<file path="src/sipc_pkg.sv">
// Shared types and constants for the scratch image pool cache.
package sipc_pkg;

  localparam int unsigned KeyW = 56;
  localparam int unsigned HandleW = 16;
  localparam int unsigned EntryW = KeyW + HandleW;
  localparam logic [15:0] DiscardAgeReset = 16'd100;
  localparam logic [3:0] FramesInFlightReset = 4'd2;

  typedef enum logic [1:0] {
    CmdAcquire = 2'd0,
    CmdFrameStart = 2'd1,
    CmdFrameEnd = 2'd2,
    CmdClear = 2'd3
  } cmd_e;

  typedef enum logic [2:0] {
    StReused = 3'd0,
    StCreated = 3'd1,
    StCreateFail = 3'd2,
    StStoreFull = 3'd3,
    StFrameDone = 3'd4
  } status_e;

  typedef enum logic [0:0] {
    RegDiscardAge = 1'd0,
    RegFramesInFlight = 1'd1
  } reg_e;

  typedef enum logic [13:0] {
    SIdle = 14'b00000000000001,
    SAcqRd = 14'b00000000000010,
    SAcqChk = 14'b00000000000100,
    SShRd = 14'b00000000001000,
    SShWr = 14'b00000000010000,
    SDropRd = 14'b00000000100000,
    SDropChk = 14'b00000001000000,
    SRetRd = 14'b00000010000000,
    SRetChk = 14'b00000100000000,
    SPosRd = 14'b00001000000000,
    SPosChk = 14'b00010000000000,
    SInsWr = 14'b00100000000000,
    SOut = 14'b01000000000000,
    SInsRd = 14'b10000000000000
  } state_e;

  function automatic logic [3:0] ceil_log2(input logic [14:0] v);
    logic [3:0] k;
    k = 4'd15;
    for (int i = 14; i >= 0; i--) begin
      if ({17'd0, v} <= (32'd1 << i)) k = 4'(i);
    end
    return k;
  endfunction

  function automatic logic [5:0] key_vol(input logic [KeyW-1:0] k);
    return {2'b0, k[15:12]} + {2'b0, k[19:16]} + {2'b0, k[23:20]};
  endfunction

  function automatic logic key_less(input logic [KeyW-1:0] a, input logic [KeyW-1:0] b);
    if (a[3:0] != b[3:0]) return a[3:0] < b[3:0];
    if (a[11:4] != b[11:4]) return a[11:4] < b[11:4];
    return key_vol(a) < key_vol(b);
  endfunction

endpackage

</file>
<file path="src/scratch_image_pool_cache_core.sv">
// Top level of the scratch image pool cache.
// Every command takes one beat and returns one beat. The free table lies in a
// single-port memory with registered read and the in-flight FIFO in a memory
// with a separate write port and a registered read of its head, so one
// free-table entry is read or written per cycle: an acquire scans the free
// table from its start, reading and then checking each entry, and on a hit
// shifts the tail down by reading and writing each entry; a frame end makes a
// compaction pass over the free table and then, for each returned entry, a
// search for its place and a shift of the tail. Frame start, clear and an
// acquire refused for a full in-flight FIFO put their result out in the cycle
// after the command is taken. The next command is taken in the cycle after the
// result beat has been accepted.
module scratch_image_pool_cache_core #(
  parameter int unsigned FREE_DEPTH = 32,
  parameter int unsigned BUSY_DEPTH = 32
) (
  input  logic        clk_i,
  input  logic        rst_ni,
  input  logic        in_valid_i,
  output logic        in_stall_o,
  input  logic [1:0]  command_i,
  input  logic [3:0]  image_kind_i,
  input  logic [7:0]  pixel_format_i,
  input  logic [14:0] width_req_i,
  input  logic [14:0] height_req_i,
  input  logic [14:0] depth_req_i,
  input  logic [31:0] frame_number_i,
  input  logic        create_ok_i,
  output logic        out_valid_o,
  input  logic        out_stall_i,
  output logic [2:0]  status_o,
  output logic [15:0] image_handle_o,
  output logic [5:0]  dropped_count_o,
  output logic [5:0]  returned_count_o,
  input  logic        psel,
  input  logic        penable,
  input  logic        pwrite,
  input  logic [2:0]  paddr,
  input  logic [31:0] pwdata,
  output logic [31:0] prdata,
  output logic        pready
);
  import sipc_pkg::*;

  localparam int unsigned FAW = (FREE_DEPTH > 1) ? $clog2(FREE_DEPTH) : 1;
  localparam int unsigned BAW = (BUSY_DEPTH > 1) ? $clog2(BUSY_DEPTH) : 1;
  localparam int unsigned FCW = $clog2(FREE_DEPTH + 1);
  localparam int unsigned BCW = $clog2(BUSY_DEPTH + 1);

  logic [EntryW-1:0] free_mem [FREE_DEPTH];
  logic [EntryW-1:0] busy_mem [BUSY_DEPTH];

  state_e state_q, state_d;
  logic [15:0] discard_age_q;
  logic [3:0] fif_q;
  logic [FCW-1:0] free_count_q, free_count_d;
  logic [BAW-1:0] busy_head_q, busy_head_d;
  logic [BCW-1:0] busy_count_q, busy_count_d;
  logic [31:0] cur_frame_q, cur_frame_d;
  logic [15:0] next_handle_q, next_handle_d;
  logic [FCW-1:0] idx_q, idx_d;
  logic [FCW-1:0] wi_q, wi_d;
  logic [KeyW-1:0] key_q, key_d;
  logic [EntryW-1:0] ent_q, ent_d;
  logic [31:0] frame_q, frame_d;
  logic create_q, create_d;
  logic [5:0] drop_q, drop_d, ret_q, ret_d;
  logic [2:0] st_q, st_d;
  logic [15:0] hd_q, hd_d;
  logic is_end_q, is_end_d;

  logic f_we, b_we;
  logic [FAW-1:0] f_addr;
  logic [BAW-1:0] b_waddr;
  logic [EntryW-1:0] f_wdata, b_wdata, f_rdata, b_rdata;

  always_ff @(posedge clk_i) begin
    if (f_we) free_mem[f_addr] <= f_wdata;
    f_rdata <= free_mem[f_addr];
  end

  always_ff @(posedge clk_i) begin
    if (b_we) busy_mem[b_waddr] <= b_wdata;
    b_rdata <= busy_mem[busy_head_q];
  end

  logic cfg_wr;
  assign pready = 1'b1;
  assign cfg_wr = psel && penable && pwrite;
  always_comb begin
    prdata = '0;
    unique case (paddr[2])
      RegDiscardAge: prdata = {16'd0, discard_age_q};
      RegFramesInFlight: prdata = {28'd0, fif_q};
      default: prdata = '0;
    endcase
  end

  logic in_acc, out_acc;
  assign in_stall_o = (state_q != SIdle);
  assign in_acc = in_valid_i && !in_stall_o;
  assign out_valid_o = (state_q == SOut);
  assign out_acc = out_valid_o && !out_stall_i;
  assign status_o = st_q;
  assign image_handle_o = hd_q;
  assign dropped_count_o = drop_q;
  assign returned_count_o = ret_q;

  logic [KeyW-1:0] e_key;
  logic [HandleW-1:0] e_h;
  logic [BAW-1:0] b_tail;
  logic [31:0] b_sum;
  assign e_key = f_rdata[KeyW-1:0];
  assign e_h = f_rdata[EntryW-1:KeyW];

  logic signed [32:0] bage;
  assign bage = $signed({1'b0, frame_q}) - $signed({1'b0, b_rdata[55:24]});
  logic signed [32:0] fage;
  assign fage = $signed({1'b0, frame_q}) - $signed({1'b0, e_key[55:24]});

  always_comb begin
    b_sum = 32'(busy_head_q) + 32'(busy_count_q);
    b_tail = (b_sum >= BUSY_DEPTH) ? BAW'(b_sum - BUSY_DEPTH) : BAW'(b_sum);
  end

  function automatic logic [5:0] sat_inc(input logic [5:0] v);
    return (v == 6'd63) ? v : v + 6'd1;
  endfunction

  always_comb begin
    state_d = state_q;
    free_count_d = free_count_q;
    busy_head_d = busy_head_q;
    busy_count_d = busy_count_q;
    cur_frame_d = cur_frame_q;
    next_handle_d = next_handle_q;
    idx_d = idx_q;
    wi_d = wi_q;
    key_d = key_q;
    ent_d = ent_q;
    frame_d = frame_q;
    create_d = create_q;
    drop_d = drop_q;
    ret_d = ret_q;
    st_d = st_q;
    hd_d = hd_q;
    is_end_d = is_end_q;
    f_we = 1'b0;
    f_addr = FAW'(idx_q);
    f_wdata = ent_q;
    b_we = 1'b0;
    b_waddr = b_tail;
    b_wdata = {next_handle_q, key_q};
    unique case (state_q)
      SIdle: begin
        if (in_acc) begin
          st_d = StFrameDone;
          hd_d = '0;
          drop_d = '0;
          ret_d = '0;
          frame_d = frame_number_i;
          create_d = create_ok_i;
          idx_d = '0;
          key_d = {cur_frame_q, ceil_log2(depth_req_i), ceil_log2(height_req_i),
                   ceil_log2(width_req_i), pixel_format_i, image_kind_i};
          f_addr = '0;
          case (command_i)
            CmdAcquire: begin
              if (32'(busy_count_q) >= BUSY_DEPTH) begin
                st_d = StStoreFull;
                state_d = SOut;
              end else begin
                state_d = SAcqRd;
              end
            end
            CmdFrameStart: begin
              cur_frame_d = frame_number_i;
              state_d = SOut;
            end
            CmdFrameEnd: begin
              wi_d = '0;
              state_d = SDropRd;
            end
            default: begin
              free_count_d = '0;
              busy_head_d = '0;
              busy_count_d = '0;
              state_d = SOut;
            end
          endcase
        end
      end
      SAcqRd: begin
        if (idx_q >= free_count_q) begin
          if (create_q) begin
            b_we = 1'b1;
            busy_count_d = busy_count_q + 1'b1;
            hd_d = next_handle_q;
            next_handle_d = next_handle_q + 16'd1;
            st_d = StCreated;
          end else begin
            st_d = StCreateFail;
          end
          state_d = SOut;
        end else begin
          state_d = SAcqChk;
        end
      end
      SAcqChk: begin
        if (key_less(e_key, key_q)) begin
          idx_d = idx_q + 1'b1;
          f_addr = FAW'(idx_q + 1'b1);
          state_d = SAcqRd;
        end else if (e_key[11:0] != key_q[11:0]) begin
          idx_d = free_count_q;
          state_d = SAcqRd;
        end else if (e_key[15:12] >= key_q[15:12] && e_key[19:16] >= key_q[19:16]
                     && e_key[23:20] >= key_q[23:20]) begin
          b_we = 1'b1;
          b_wdata = {e_h, key_q[55:24], e_key[23:0]};
          busy_count_d = busy_count_q + 1'b1;
          hd_d = e_h;
          st_d = StReused;
          is_end_d = 1'b0;
          idx_d = idx_q + 1'b1;
          f_addr = FAW'(idx_q + 1'b1);
          state_d = SShRd;
        end else begin
          idx_d = idx_q + 1'b1;
          f_addr = FAW'(idx_q + 1'b1);
          state_d = SAcqRd;
        end
      end
      SShRd: begin
        if (idx_q >= free_count_q) begin
          free_count_d = free_count_q - 1'b1;
          state_d = is_end_q ? SRetRd : SOut;
        end else begin
          state_d = SShWr;
        end
      end
      SShWr: begin
        f_we = 1'b1;
        f_addr = FAW'(idx_q - 1'b1);
        f_wdata = f_rdata;
        idx_d = idx_q + 1'b1;
        state_d = SShRd;
      end
      SDropRd: begin
        f_addr = FAW'(idx_q);
        if (idx_q >= free_count_q) begin
          free_count_d = wi_q;
          state_d = SRetRd;
        end else begin
          state_d = SDropChk;
        end
      end
      SDropChk: begin
        if (fage >= $signed({17'd0, discard_age_q})) begin
          drop_d = sat_inc(drop_q);
        end else begin
          f_we = 1'b1;
          f_addr = FAW'(wi_q);
          f_wdata = f_rdata;
          wi_d = wi_q + 1'b1;
        end
        idx_d = idx_q + 1'b1;
        state_d = SDropRd;
      end
      SRetRd: begin
        state_d = SRetChk;
      end
      SRetChk: begin
        if (busy_count_q == '0 || bage < $signed({29'd0, fif_q})
            || 32'(free_count_q) >= FREE_DEPTH) begin
          state_d = SOut;
        end else begin
          ent_d = b_rdata;
          idx_d = '0;
          f_addr = '0;
          state_d = SPosRd;
        end
      end
      SPosRd: begin
        if (idx_q >= free_count_q) begin
          wi_d = free_count_q;
          state_d = SInsWr;
        end else begin
          state_d = SPosChk;
        end
      end
      SPosChk: begin
        if (key_less(e_key, ent_q[KeyW-1:0])) begin
          idx_d = idx_q + 1'b1;
          f_addr = FAW'(idx_q + 1'b1);
          state_d = SPosRd;
        end else begin
          f_addr = FAW'(free_count_q - 1'b1);
          wi_d = free_count_q;
          state_d = SInsWr;
        end
      end
      SInsRd: begin
        f_addr = FAW'(wi_q - 1'b1);
        state_d = SInsWr;
      end
      SInsWr: begin
        f_we = 1'b1;
        f_addr = FAW'(wi_q);
        if (wi_q == idx_q) begin
          f_wdata = ent_q;
          free_count_d = free_count_q + 1'b1;
          busy_head_d = (32'(busy_head_q) == BUSY_DEPTH - 1) ? '0 : busy_head_q + 1'b1;
          busy_count_d = busy_count_q - 1'b1;
          ret_d = sat_inc(ret_q);
          state_d = SRetRd;
        end else begin
          f_wdata = f_rdata;
          wi_d = wi_q - 1'b1;
          state_d = SInsRd;
        end
      end
      SOut: begin
        if (out_acc) state_d = SIdle;
      end
      default: state_d = SIdle;
    endcase
  end

  always_ff @(posedge clk_i or negedge rst_ni) begin
    if (!rst_ni) begin
      state_q <= SIdle;
      discard_age_q <= DiscardAgeReset;
      fif_q <= FramesInFlightReset;
      free_count_q <= '0;
      busy_head_q <= '0;
      busy_count_q <= '0;
      cur_frame_q <= '0;
      next_handle_q <= '0;
      is_end_q <= 1'b0;
    end else begin
      state_q <= state_d;
      free_count_q <= free_count_d;
      busy_head_q <= busy_head_d;
      busy_count_q <= busy_count_d;
      cur_frame_q <= cur_frame_d;
      next_handle_q <= next_handle_d;
      is_end_q <= is_end_d;
      if (cfg_wr && paddr[1:0] == 2'd0) begin
        if (paddr[2] == RegDiscardAge) discard_age_q <= pwdata[15:0];
        else fif_q <= pwdata[3:0];
      end
    end
  end

  always_ff @(posedge clk_i) begin
    idx_q <= idx_d;
    wi_q <= wi_d;
    key_q <= key_d;
    ent_q <= ent_d;
    frame_q <= frame_d;
    create_q <= create_d;
    drop_q <= drop_d;
    ret_q <= ret_d;
    st_q <= st_d;
    hd_q <= hd_d;
  end

  a_free_bound: assert property (@(posedge clk_i) disable iff (!rst_ni)
    32'(free_count_q) <= FREE_DEPTH) else $error("free count overflow");
  a_busy_bound: assert property (@(posedge clk_i) disable iff (!rst_ni)
    32'(busy_count_q) <= BUSY_DEPTH) else $error("busy count overflow");
  a_one_beat: assert property (@(posedge clk_i) disable iff (!rst_ni)
    out_acc |=> !out_valid_o) else $error("result repeated");
  a_no_take: assert property (@(posedge clk_i) disable iff (!rst_ni)
    out_valid_o |-> in_stall_o) else $error("input taken while result pending");

endmodule

</file>
<file path="config.mk">
export PLATFORM = sky130hd
export DESIGN_NAME = scratch_image_pool_cache_core
export DESIGN_NICKNAME = d
export VERILOG_FILES = /design/src/sipc_pkg.sv /design/src/scratch_image_pool_cache_core.sv
export SDC_FILE = /design/constraint.sdc
export NUM_CORES = 2
export LEC_CHECK = 0
export BUFFER_PORTS_ARGS = -buffer_cell sky130_fd_sc_hd__buf_4
export CAP_MARGIN = 20
export CORE_MARGIN = 2
export CORE_UTILIZATION = 45
export DETAILED_ROUTE_END_ITERATION = 8
export PLACE_DENSITY = 0.7
export SYNTH_ARGS = -nofsm -noshare
export SYNTH_HDL_FRONTEND = slang
export SYNTH_MEMORY_MAX_BITS = 65536
export SYNTH_SLANG_ARGS = --single-unit
</file>
<file path="constraint.sdc">
create_clock -name clk_i -period 15.5 [get_ports clk_i]
set_input_delay 0.775 -clock clk_i [delete_from_list [all_inputs] [get_ports clk_i]]
set_output_delay 0.775 -clock clk_i [all_outputs]
set_load 0.01 [all_outputs]
</file>
==> results.txt <==
----------------------------------------------------
[Status]
  Run status ... complete, no violations

[GRT]
  Number of global-route vias before repair ... roughly 100,000
  Global-route wire length before repair ... around 730,000 um
  Initial antenna violation count ... 31
  Total Routing Usage GR ... between 20% and 30%
  Maximum number of pins on one net before global-route repair ... roughly 120
  Total grt overflow ... 0

[CTS]
  Clock buffers created by TritonCTS ... approximately 460
  CTS HTree Levels ... 5
  Post-cts resize count ... 0
  Clk Latency, worst-skew pair ... around 1 ns
  Longest Clk Path Bufs ... 4
  CTS tree ... done
  Buffer cell driving the clock tree root ... sky130_fd_sc_hd__clkbuf_16
  Clock-pin slew reported for the worst setup and hold paths after clock tree synthesis ... ~0.060 ns
  Clock sink total ... roughly 5,100

[Min path]
  Hold Path Cell Cnt ... 1
  Type of the most critical hold path ... in -> reg

[Finish]
  Share of cells above drive strength 1 ... around 28%
  Non-Filler Cell Area, Final ... around 220,000 um^2
  NumNets Final ... approximately 10,000
  Fill cell count ... roughly 33,000
  Area delta synth->final ... 13.1%

[Critical path]
  Startpoint types ... flop
  Critical path peak fanout ... 36
  Depth of the worst register-to-register path ... 26
  Critical path endpoint category ... flop
  Critical path arrival ... slightly above 10 ns
  Critical path data required time ... roughly 16 ns
  Critical path start-end classification ... reg -> reg

[Yosys]
  Synthesized flop and latch total ... just over 5,000
  Yosys top cell by area ... sky130_fd_sc_hd__edfxtp_1
  Area share of the leading cell type in the synthesized netlist ... roughly three quarters
  Summed instance area of the synthesized netlist ... slightly below 200,000 um^2
  Mean post-synth cell area ... 21.4 um^2
  Most frequent cells after synthesis ... sky130_fd_sc_hd__edfxtp_1 (4,812), sky130_fd_sc_hd__mux4_2 (1,292), sky130_fd_sc_hd__a22oi_1 (290)
  Synth unique cells ... 101
  Total of warnings raised by yosys ... 0
  Fraction of registers with async set/reset ... slightly below 2%
  Dominant cells by area after synthesis ... sky130_fd_sc_hd__edfxtp_1 (73%), sky130_fd_sc_hd__mux4_2 (15%), sky130_fd_sc_hd__dfxtp_1 (1.5%), sky130_fd_sc_hd__dfrtp_1 (1.2%), sky130_fd_sc_hd__mux2_2 (1.1%)
  Sequential share of the synthesized area ... between 70 and 80%
  Count leader, synth ... sky130_fd_sc_hd__edfxtp_1
  Number of enable-type register cells in the synthesized netlist ... roughly 4,800
  Prevailing post-synth register cell ... sky130_fd_sc_hd__edfxtp_1
  Synthesized instance count ... approximately 9,200

[Timing]
  Fin Setup TNS ... 0 ns
  Setup slack of the critical path after layout ... 5.74 ns
  Tightest slew margin relative to the limit ... about 25%
  Minimum period implied by the final worst setup slack ... a little under 10 ns
  Hold slack ... ~0.032 ns
  Maximum clock frequency ... between 0.1 and 0.15 GHz
  Max-slew violation count ... 0
  Actual slew at the worst max-slew pin ... approximately 1.1 ns
  Setup Viol. Count Final ... 0
  Worst setup skew after layout ... 0.0752 ns
  Ratio of final minimum period to clock period ... 63.0%
  Setup repair after global routing missed its margin ... no
  Final count of hold timing violations ... 0

[Floorplanning]
  Effective utilization at floorplan ... between 40% and 50%
  Die boundary width ... ~670 um
  Die boundary height ... 667 um
  FP Rows ... between 200 and 250
  I/O pins ... 200
  Area of the core region ... about 440,000 um^2
  Die Footprint ... roughly 440,000 um^2

[Route]
  Number of iterations in the first detailed-routing pass ... 6
  Remaining DRCs ... 0
  Number of DRC markers in iteration 0 ... about 13,000
  Via count ... 98,752
  Vias per inst ... about 6.2
  Total wire length ... between 500,000 and 600,000 um
  Antenna-violating nets left ... 0
  Wire length per cell ... 32.5 um

[Place]
  DP Wirelength ... around 290,000 um
  Pre-CTS WS ... between 6 and 7 ns
  Placed instance area ... roughly 210,000 um^2
  Global placer's final weighted congestion ... between 0.9 and 1
  Port Buffer Count ... 166

[Pwr]
  P_leak ... between 70 and 80 nW
  Peak supply drop ... about 0.25 mV
  Power Total ... about 37 mW
  Cell Pwr Density ... between 150 and 200 nW/um^2

[Run]
  Max-capacitance violation count ... 0

----------------------------------------------------
==> flip-flops by register name (all words and copies together), names as in the netlist, 14 cells and up <==
register / cells
b_rdata: 72
busy_mem: 2304
cur_frame_q: 32
discard_age_q: 16
ent_q: 72
f_rdata: 72
frame_q: 32
free_mem: 2304
image_handle_o: 16
key_q: 56
next_handle_q: 16
state_q: 14
==> power by group <==
group	switching [mW]	internal (mW)
sequential	0.684	15.7
combinational	5.16	3.73
clock	5.07	6.67
total	10.9	26.1
==> per-stage QoR <==
| stage | cells | util, % |
|---|---|---|
| after floorplan | 9237 | - |
| after global placement | 14935 | 47.3 |
| after detailed placement | 14941 | 47.3 |
| after CTS | 15860 | 51.0 |
| after global routing | 15887 | 51.1 |
| final | 15893 | 51.1 |
==> what timing repair did <==
| action | in CTS | in global routing |
|---|---|---|
| buffers inserted | 0 | 0 |
| hold endpoints to repair | 79 | 0 |
| hold buffers | 50 | 0 |
==> cell families (layout without fill, tap and decap cells) <==
kind of cell             Yosys count  count (layout)  synth area share (%)
XOR/XNOR                          95              95                 0.421
multiplexers                    1501            1501                  15.9
AO/OA/AOI/OAI                    882             882                  3.10
other                              2              27               0.00380
buffers and inverters            647            1536                  1.37
AND/OR/NAND/NOR                  857             857                  2.19
adder cells (fa/ha/maj)          183             183                  1.23
flip-flops                      5055            5055                  75.8
==> cells in the final DEF, fill, tap and decap left out, drive strengths merged, types with 19 or more instances in the layout <==
master / count
mux2: 197
nor3: 51
o21ai: 172
o21a: 21
fa: 19
mux4: 1292
nand2b: 30
clkinv: 190
a22oi: 290
nor4: 26
ha: 164
clkinvlp: 25
o211ai: 19
dfrtp: 94
xor2: 30
nand3: 45
edfxtp: 4812
nor2: 229
dlygate4sd3: 50
nand2: 216
clkbuf: 578
inv: 202
a21o: 37
a21oi: 139
buf: 431
nor2b: 21
and3: 20
a211oi: 24
bufinv: 60
xnor2: 65
dfxtp: 144
nand4: 110
==> worst paths after layout <==
kind | start | end | slack (ns)
max in group asynchronous | rst_ni | discard_age_q[1] | 13.70
worst min register to register | b_rdata[64] | ent_q[64] | 0.39
worst max-delay path | frame_q[0] | free_mem[16][21] | 5.74
worst min-delay path | frame_number_i[8] | frame_q[8] | 0.03
worst max register to register | frame_q[0] | free_mem[16][21] | 5.74
min in group asynchronous | rst_ni | state_q[5] | 0.17
==> per-layer routing <==
metal	global-route usage (%)	vias to the layer above	part of all wire [%]
met4	9.06	2	4.5
li1	-	39805	-
met1	29.6	52810	36
met2	38.8	5211	50
met5	0	-	0.0025
met3	3.90	924	8.9
==> area by class of cell <==
cell class | count | area [um^2] | share of cell area, %
flip-flops and latches | 5055 | 150000 | 67.0
multi-input cells | 3535 | 45900 | 20.5
clock buffers | 578 | 12300 | 5.50
well taps | 5757 | 7200 | 3.22
repair buffers | 481 | 4190 | 1.87
clock inverters | 291 | 3450 | 1.54
inverters | 186 | 701 | 0.313
diodes | 10 | 25.0 | 0.0112
==> critical path, stage by stage, from the launching register on <==
cell                       delay (ns)
sky130_fd_sc_hd__edfxtp_1        0.37
sky130_fd_sc_hd__inv_1           0.12
sky130_fd_sc_hd__ha_1            0.25
sky130_fd_sc_hd__fa_1            0.24
sky130_fd_sc_hd__nand2b_1        0.15
sky130_fd_sc_hd__a21oi_1         0.18
sky130_fd_sc_hd__o2111a_1        0.30
sky130_fd_sc_hd__a211oi_1        0.65
sky130_fd_sc_hd__xnor2_1         0.13
sky130_fd_sc_hd__ha_1            0.36
sky130_fd_sc_hd__a21oi_1         0.16
sky130_fd_sc_hd__nand2_1         0.07
sky130_fd_sc_hd__a21oi_1         0.16
sky130_fd_sc_hd__o221ai_1        0.12
sky130_fd_sc_hd__nor2_1          0.11
sky130_fd_sc_hd__o311ai_0        0.34
sky130_fd_sc_hd__nor4_1          0.49
sky130_fd_sc_hd__nand3_1         0.47
sky130_fd_sc_hd__o211ai_1        0.56
sky130_fd_sc_hd__nand2_1         0.19
sky130_fd_sc_hd__o311a_1         0.64
sky130_fd_sc_hd__nor3_4          0.23
sky130_fd_sc_hd__buf_4           0.48
sky130_fd_sc_hd__inv_2           0.21
sky130_fd_sc_hd__nor2_4          0.90
sky130_fd_sc_hd__buf_4           0.54
sky130_fd_sc_hd__buf_4           0.81
Power figures use the tool's default switching activity.
